### src/rtl/assert_macros.svh
// ----------------------------------------------------------------------------
// assert_macros.svh
// Shared assertion shorthands for the PWM calculator RTL.
// ----------------------------------------------------------------------------
`ifndef ASSERT_MACROS_SVH
`define ASSERT_MACROS_SVH

// same-cycle implication
`define ASSERT_IMPLY(name, clk, rst_n, cond, prop) \
    name: assert property (@(posedge clk) disable iff (!rst_n) (cond) |-> (prop)) \
        else $error("same-cycle check failed");

// next-cycle implication
`define ASSERT_NEXT(name, clk, rst_n, cond, prop) \
    name: assert property (@(posedge clk) disable iff (!rst_n) (cond) |=> (prop)) \
        else $error("next-cycle check failed");

`endif

### src/rtl/pdc_pkg.sv
// ----------------------------------------------------------------------------
// pdc_pkg
// Field widths and fixed constants of the PWM period/duty calculator.
// ----------------------------------------------------------------------------
package pdc_pkg;

    localparam int FREQ_W  = 19;
    localparam int DUTY_W  = 10;
    localparam int COUNT_W = 12;
    localparam int EXP_W   = 4;

    localparam logic [DUTY_W-1:0] DUTY_MIN   = 10'd1;
    localparam logic [DUTY_W-1:0] DUTY_MAX   = 10'd999;
    localparam int                DUTY_SCALE = 1000;

    typedef logic [FREQ_W-1:0]  freq_t;
    typedef logic [DUTY_W-1:0]  duty_t;
    typedef logic [COUNT_W-1:0] count_t;
    typedef logic [EXP_W-1:0]   exp_t;

endpackage

### src/rtl/pdc_divider.sv
// ----------------------------------------------------------------------------
// pdc_divider
// Pipelined restoring divider: REF_CLOCK_HZ / freq, one quotient bit per stage.
// ----------------------------------------------------------------------------
`include "assert_macros.svh"

module pdc_divider
    import pdc_pkg::*;
#(
    parameter int unsigned REF_CLOCK_HZ = 96000000,
    parameter int          RW           = 27
)
(
    input  logic          clk,
    input  logic          rst_n,
    input  logic          advance,
    input  logic          in_valid,
    input  freq_t         in_freq,
    input  duty_t         in_duty,
    output logic          out_valid,
    output logic [RW-1:0] out_quot,
    output duty_t         out_duty
);

    localparam logic [RW-1:0] REF_VEC = RW'(REF_CLOCK_HZ);

    logic          vld_reg  [RW];
    freq_t         rem_reg  [RW];
    logic [RW-1:0] quot_reg [RW];
    freq_t         div_reg  [RW];
    duty_t         duty_reg [RW];

    for (genvar i = 0; i < RW; i++) begin : g_stage
        logic          v_in;
        freq_t         rem_in;
        logic [RW-1:0] quot_in;
        freq_t         div_in;
        duty_t         duty_in;
        logic [FREQ_W:0] trial;
        logic          fits;

        if (i == 0) begin : g_first
            assign v_in    = in_valid;
            assign rem_in  = '0;
            assign quot_in = '0;
            assign div_in  = in_freq;
            assign duty_in = in_duty;
        end
        else begin : g_next
            assign v_in    = vld_reg[i-1];
            assign rem_in  = rem_reg[i-1];
            assign quot_in = quot_reg[i-1];
            assign div_in  = div_reg[i-1];
            assign duty_in = duty_reg[i-1];
        end

        // shift in the next dividend bit, MSB first
        assign trial = {rem_in, REF_VEC[RW-1-i]};
        assign fits  = (trial >= {1'b0, div_in});

        always_ff @(posedge clk or negedge rst_n)
        begin
            if (!rst_n)
            begin
                vld_reg[i] <= 1'b0;
            end
            else if (advance)
            begin
                vld_reg[i] <= v_in;
            end
        end

        always_ff @(posedge clk)
        begin
            if (advance)
            begin
                rem_reg[i]  <= fits ? FREQ_W'(trial - {1'b0, div_in}) : trial[FREQ_W-1:0];
                quot_reg[i] <= RW'({quot_in, fits});
                div_reg[i]  <= div_in;
                duty_reg[i] <= duty_in;
            end
        end
    end

    assign out_valid = vld_reg[RW-1];
    assign out_quot  = quot_reg[RW-1];
    assign out_duty  = duty_reg[RW-1];

    `ASSERT_IMPLY(a_rem_below_div, clk, rst_n, vld_reg[RW-1], rem_reg[RW-1] < div_reg[RW-1])
    `ASSERT_NEXT(a_out_valid_moves, clk, rst_n, vld_reg[RW-2] && advance, out_valid)
    `ASSERT_NEXT(a_out_valid_holds, clk, rst_n, out_valid && !advance, out_valid)

endmodule

### src/rtl/pdc_split.sv
// ----------------------------------------------------------------------------
// pdc_split
// Exponent search, steps per period, duty scaling and high/low split.
// ----------------------------------------------------------------------------
`include "assert_macros.svh"

module pdc_split
    import pdc_pkg::*;
#(
    parameter int MAX_STEPS = 4096,
    parameter int RW        = 27
)
(
    input  logic          clk,
    input  logic          rst_n,
    input  logic          advance,
    input  logic          in_valid,
    input  logic [RW-1:0] in_quot,
    input  duty_t         in_duty,
    output logic          out_valid,
    output count_t        out_high,
    output count_t        out_low,
    output exp_t          out_exp
);

    localparam int EW = $clog2(RW + 1);
    localparam int SW = $clog2(MAX_STEPS);
    localparam int PW = SW + DUTY_W;
    localparam int K  = PW + $clog2(DUTY_SCALE);
    localparam longint unsigned RECIP = ((64'd1 << K) + 64'(DUTY_SCALE - 1)) / 64'(DUTY_SCALE);
    localparam int RCW = $clog2(RECIP + 1);
    localparam int MW  = PW + RCW;

    localparam logic [RW-1:0]  M_VEC     = RW'(MAX_STEPS);
    localparam logic [SW:0]    M_EXT     = (SW+1)'(MAX_STEPS);
    localparam logic [RCW-1:0] RECIP_VEC = RCW'(RECIP);

    // stage 1: exponent
    logic          v1_reg;
    logic [EW-1:0] expo_reg;
    logic [RW-1:0] quot1_reg;
    duty_t         duty1_reg;
    // stage 2: steps
    logic          v2_reg;
    logic [SW-1:0] steps2_reg;
    duty_t         duty2_reg;
    logic [EW-1:0] expo2_reg;
    // stage 3: steps * duty
    logic          v3_reg;
    logic [PW-1:0] prod_reg;
    logic [SW-1:0] steps3_reg;
    logic [EW-1:0] expo3_reg;
    // stage 4: / 1000
    logic          v4_reg;
    logic [SW-1:0] hi_reg;
    logic [SW-1:0] steps4_reg;
    logic [EW-1:0] expo4_reg;
    // stage 5: output
    logic          v5_reg;
    count_t        high_reg;
    count_t        low_reg;
    exp_t          exp_reg;

    logic [EW-1:0] expo_next;
    logic [RW-1:0] shifted;
    logic [MW-1:0] scaled;
    logic [SW-1:0] hi1;
    count_t        steps12;
    count_t        hi12;
    count_t        lo12;
    logic [SW:0]   steps_ext;

    // smallest e with (quot >> e) < MAX_STEPS; compares are monotone in e
    always_comb
    begin
        expo_next = '0;
        for (int e = 0; e < RW; e++)
        begin
            if ((in_quot >> e) >= M_VEC)
            begin
                expo_next = EW'(e + 1);
            end
        end
    end

    assign shifted = quot1_reg >> expo_reg;
    assign scaled  = MW'(prod_reg) * MW'(RECIP_VEC);

    always_comb
    begin
        hi1     = (hi_reg == '0) ? SW'(1) : hi_reg;
        steps12 = COUNT_W'(steps4_reg);
        if (hi1 == steps4_reg)
        begin
            hi12 = steps12 - COUNT_W'(1);
            lo12 = COUNT_W'(1);
        end
        else
        begin
            hi12 = COUNT_W'(hi1);
            lo12 = steps12 - COUNT_W'(hi1);
        end
    end

    assign steps_ext = {1'b0, steps2_reg};

    always_ff @(posedge clk or negedge rst_n)
    begin
        if (!rst_n)
        begin
            v1_reg <= 1'b0;
            v2_reg <= 1'b0;
            v3_reg <= 1'b0;
            v4_reg <= 1'b0;
            v5_reg <= 1'b0;
        end
        else if (advance)
        begin
            v1_reg <= in_valid;
            v2_reg <= v1_reg;
            v3_reg <= v2_reg;
            v4_reg <= v3_reg;
            v5_reg <= v4_reg;
        end
    end

    always_ff @(posedge clk)
    begin
        if (advance)
        begin
            expo_reg   <= expo_next;
            quot1_reg  <= in_quot;
            duty1_reg  <= in_duty;

            steps2_reg <= shifted[SW-1:0];
            duty2_reg  <= duty1_reg;
            expo2_reg  <= expo_reg;

            prod_reg   <= PW'(steps2_reg) * PW'(duty2_reg);
            steps3_reg <= steps2_reg;
            expo3_reg  <= expo2_reg;

            hi_reg     <= scaled[K +: SW];
            steps4_reg <= steps3_reg;
            expo4_reg  <= expo3_reg;

            high_reg   <= hi12 - COUNT_W'(1);
            low_reg    <= lo12 - COUNT_W'(1);
            exp_reg    <= EXP_W'(expo4_reg);
        end
    end

    assign out_valid = v5_reg;
    assign out_high  = high_reg;
    assign out_low   = low_reg;
    assign out_exp   = exp_reg;

    `ASSERT_IMPLY(a_steps_range, clk, rst_n, v2_reg, steps_ext < M_EXT)
    `ASSERT_IMPLY(a_hi_bound, clk, rst_n, v4_reg, hi_reg <= steps4_reg)
    `ASSERT_NEXT(a_valid_moves, clk, rst_n, v3_reg && advance, v4_reg)

endmodule

### src/rtl/pwm_period_duty_calculator.sv
// ----------------------------------------------------------------------------
// pwm_period_duty_calculator
// Turns a frequency / duty request into a clock divider exponent and
// high/low phase counts.
// ----------------------------------------------------------------------------
//  channel  | signals                                          | dir
//  ---------+--------------------------------------------------+-----
//  request  | req_valid, req_ready, target_frequency,          | in
//           | duty_permille                                    |
//  response | rsp_valid, rsp_ready, high_count_minus_one,      | out
//           | low_count_minus_one, divider_exponent            |
//
//  One item per cycle while the output is not stalled. Each item passes the
//  input register, the one-bit-per-stage divider, then the split stages.
//  Reset clears only the valid bits; no state links items.
//  A stall at rsp_ready freezes the whole pipeline, so req_ready drops
//  only while a result is held at the output.
// ----------------------------------------------------------------------------
module pwm_period_duty_calculator
    import pdc_pkg::*;
#(
    parameter int unsigned REF_CLOCK_HZ = 96000000,
    parameter int          MAX_STEPS    = 4096
)
(
    input  logic   clk,
    input  logic   rst_n,
    input  logic   req_valid,
    output logic   req_ready,
    input  freq_t  target_frequency,
    input  duty_t  duty_permille,
    output logic   rsp_valid,
    input  logic   rsp_ready,
    output count_t high_count_minus_one,
    output count_t low_count_minus_one,
    output exp_t   divider_exponent
);

    localparam int RW = $clog2(REF_CLOCK_HZ + 1);

    logic          advance;
    logic          v0_reg;
    freq_t         freq_reg;
    duty_t         duty_reg;
    freq_t         freq_next;
    duty_t         duty_next;
    logic          div_valid;
    logic [RW-1:0] div_quot;
    duty_t         div_duty;

    assign advance   = !rsp_valid || rsp_ready;
    assign req_ready = advance;

    always_comb
    begin
        freq_next = (target_frequency == '0) ? FREQ_W'(1) : target_frequency;
        if (duty_permille < DUTY_MIN)
        begin
            duty_next = DUTY_MIN;
        end
        else if (duty_permille > DUTY_MAX)
        begin
            duty_next = DUTY_MAX;
        end
        else
        begin
            duty_next = duty_permille;
        end
    end

    always_ff @(posedge clk or negedge rst_n)
    begin
        if (!rst_n)
        begin
            v0_reg <= 1'b0;
        end
        else if (advance)
        begin
            v0_reg <= req_valid;
        end
    end

    always_ff @(posedge clk)
    begin
        if (advance)
        begin
            freq_reg <= freq_next;
            duty_reg <= duty_next;
        end
    end

    pdc_divider #(
        .REF_CLOCK_HZ (REF_CLOCK_HZ),
        .RW           (RW)
    ) u_divider (
        .clk       (clk),
        .rst_n     (rst_n),
        .advance   (advance),
        .in_valid  (v0_reg),
        .in_freq   (freq_reg),
        .in_duty   (duty_reg),
        .out_valid (div_valid),
        .out_quot  (div_quot),
        .out_duty  (div_duty)
    );

    pdc_split #(
        .MAX_STEPS (MAX_STEPS),
        .RW        (RW)
    ) u_split (
        .clk       (clk),
        .rst_n     (rst_n),
        .advance   (advance),
        .in_valid  (div_valid),
        .in_quot   (div_quot),
        .in_duty   (div_duty),
        .out_valid (rsp_valid),
        .out_high  (high_count_minus_one),
        .out_low   (low_count_minus_one),
        .out_exp   (divider_exponent)
    );

endmodule
### config.mk
export PLATFORM = sky130hd
export DESIGN_NAME = pwm_period_duty_calculator
export DESIGN_NICKNAME = d
export VERILOG_FILES = /design/src/rtl/pdc_pkg.sv /design/src/rtl/pdc_divider.sv /design/src/rtl/pdc_split.sv /design/src/rtl/pwm_period_duty_calculator.sv
export VERILOG_INCLUDE_DIRS = /design/src /design/src/rtl
export SDC_FILE = /design/constraint.sdc
export NUM_CORES = 2
export LEC_CHECK = 0
export BUFFER_PORTS_ARGS = -buffer_cell sky130_fd_sc_hd__buf_2
export CAP_MARGIN = 10
export CORE_MARGIN = 1.5
export CORE_UTILIZATION = 30
export DETAILED_ROUTE_END_ITERATION = 8
export GPL_TIMING_DRIVEN = 0
export MAX_ROUTING_LAYER = met4
export PLACE_DENSITY_LB_ADDON = 0.05
export SLEW_MARGIN = 10
export SYNTH_ARGS = -nofsm -noshare
export SYNTH_HDL_FRONTEND = slang
export SYNTH_SLANG_ARGS = --single-unit
### constraint.sdc
create_clock -name clk -period 77.6 [get_ports clk]
set_input_delay 3.88 -clock clk [delete_from_list [all_inputs] [get_ports clk]]
set_output_delay 3.88 -clock clk [all_outputs]
set_load 0.02 [all_outputs]
==> impl_metrics.csv <==
group,metric,value,unit
timing,rsz0062_at_grt,"false",
final_layout,regArea,55700,µm²
worst_setup_path,arrival,7.42,ns
timing,fin_setup_tns,0,ns
floorplanning,row_count,208,
final_layout,fillers,31400,
routing,drt_iter0_drc,3223,
synthesis,netlist_instances,7293,
clock_network,numCtsBuffers,217,
clock_network,cts_htree_levels,4,
clock_network,clock_latency,0.88,ns
clock_network,cts_resized,0,
worst_setup_path,start_kind,"input pin",
clock_network,tritoncts,"done",
final_layout,drive_gt1_share,12.0,%
timing,layout_setup_ws,66.30,ns
worst_setup_path,path_delay_family,"buffers and inverters",
worst_setup_path,crit_path_frequent_cell,"buf_12",
placement,globalplace.congestion,0.808,
synthesis,syn_area_per_cell,13.2,µm²
clock_network,cts_buffer_depth,4,
timing,hold_viol,0,
synthesis,synthFlopType,"edfxtp_1",
floorplanning,die_w,570,µm
worst_setup_path,required,73.72,ns
timing,slew_violations,0,
routing,num_vias,55100,
clock_network,cts-root-buf,"clkbuf_16",
worst_setup_path,path_class,"input pin to output pin",
routing,routed_wl,221000,µm
placement,post-place-ws,66.24,ns
synthesis,synth_edf_count,1826,
worst_setup_path,crit_fanout,36,
final_layout,multi_input_area,36900,µm²
global_route,grt_usage,13.9,%
worst_setup_path,cp_cell_sequence,"buf_2, nand2b_1, clkbuf_1, buf_2, buf_12, buf_12, buf_12, buf_12, buf_12, buf_12, buf_12, buf_12, buf_2",
clock_network,post_cts_buffers,0,
global_route,grt_max_degree,40,
global_route,antenna_found_initial,4,
global_route,grt_pass1_wl,342000,µm
clock_network,clkSinkCount,1859,
clock_network,cts_hold_buf,0,
timing,skew,0.0697,ns
floorplanning,die-area,325000,µm²
placement,port_buffers,62,
synthesis,yosysUniqueCellTypes,93,
synthesis,async_reset_ff_share,1.78,%
placement,dp_hpwl,168000,µm
timing,fmax,88.5,MHz
timing,min_period,11.30,ns
routing,drc,0,
hold_path,hold_class,"flop to flop",
final_layout,fin_nets,8608,
worst_setup_path,critPathCaptureType,"output pin",
floorplanning,io_pins,63,
job,cap_violations,0,
outcome,status,"complete, no violations",
timing,slew-limit-headroom,22.8,%
final_layout,utilization,34.5,%
routing,drtAntennaViolNets,0,
routing,wire_per_inst,18.3,µm
final_layout,syn2layout_area_growth,14.5,%
clock_network,path_clk_slew,0.06,ns
worst_setup_path,crit_path_top_delay_cell,"buf_2",
synthesis,ys_seq_elements,1859,
floorplanning,initial_utilization,30.1,%
timing,fin_crit_sh,14.6,%
global_route,grt_pass1_vias,57000,
floorplanning,core,321000,µm²
floorplanning,fp.dieH,570,µm
global_route,grt-ovfl-total,0,
synthesis,ys_seq_area_share,57.6,%
synthesis,synth_area,96600,µm²
routing,via_per_inst,4.54,
timing,tightest_slew,1.13,ns
routing,drt-pass1-iter-count,7,
worst_setup_path,critical_path.max_stage_delay,0.44,ns
synthesis,yosysWarnings,0,
worst_setup_path,crit_buf_inv,12,
timing,finalSetupViolCount,0,
-- layout by cell type, fill, tap and decap left out, types with 165 or more instances in the layout --
cell type / netlist / layout
ha_1: 735 / 735
edfxtp_1: 1826 / 1826
xnor2_1: 259 / 259
o21ai_0: 199 / 199
nand2_1: 302 / 302
nor2_1: 384 / 384
a21oi_1: 383 / 383
clkbuf_16: 0 / 222
fa_1: 201 / 201
a21o_1: 165 / 165
mux2_2: 372 / 372
inv_1: 940 / 940
-- final cells by class --
cell class | count | area share [%]
clock inverter | 132 | 1.27
buffer | 129 | 0.518
timing repair buffer | 120 | 1.34
antenna | 2 | 0.00452
multi-input combinational | 4371 | 33.3
tap | 4305 | 4.87
sequential | 1859 | 50.3
inverter | 941 | 3.19
clock buffer | 263 | 5.19
-- worst paths after layout --
| kind | start | endpoint | slack (ns) | depth (start not counted) |
|---|---|---|---|---|
| setup / recovery | rsp_ready | req_ready | 66.30 | 13 |
| hold / removal | u_divider.quot_reg[1][234] | u_divider.quot_reg[1][262] | 0.40 | 0 |
| setup reg to reg | u_split.prod_reg[7] | u_split.hi_reg[11] | 70.88 | 21 |
| hold reg to reg | u_divider.quot_reg[1][234] | u_divider.quot_reg[1][262] | 0.40 | 0 |
| max in group asynchronous | rst_n | u_split.v2_reg | 73.91 | 1 |
| min in group asynchronous | rst_n | u_divider.out_valid | 3.11 | 1 |
-- Yosys cell counts (73+ instances only) --
library cell,n,share of area (%)
inv_1,940,3.7
nor3_1,77,0.40
a21o_1,165,1.3
a21oi_1,383,2.0
ha_1,735,9.5
mux2_2,372,4.3
edfxtp_1,1826,57
o21a_1,76,0.59
o21ai_0,199,1.0
nand2_1,302,1.2
nand2b_1,84,0.54
nor2b_1,81,0.52
xor2_1,147,1.3
clkbuf_1,87,0.34
fa_1,201,4.2
nand4_1,73,0.47
nor2_1,384,1.5
xnor2_1,259,2.3
-- logic make-up after synthesis --
family / synth area share (%)
multiplexers: 5.76
AO/OA/AOI/OAI: 8.26
XOR/XNOR: 3.68
AND/OR/NAND/NOR: 6.74
other: 0.00388
buffers and inverters: 4.25
flip-flops: 57.6
adder cells (fa/ha/maj): 13.7
-- routing by layer --
layer	vias to the layer above	part of all wire, %	GRT usage (%)
met1	26900	47	18.1
li1	27200	-	-
met3	317	2.9	1.69
met5	-	0	-
met2	642	48	23.0
met4	0	2.5	3.68
-- stage by stage --
stage / cell area [µm²] / std cells / hold slack [ns]
finish: 111000 / 12100 / 0.395
global route: 111000 / 12100 / 0.402
CTS: 111000 / 12100 / 0.400
detailed placement: 103000 / 11700 / 0.405
global placement: 102000 / 11700 / 0.401
floorplan: 96600 / 7300 / 0.400
Power is left out: the tool's default activity adds up to more than one toggle a clock period on the data nets, which glitch-free logic cannot reach.
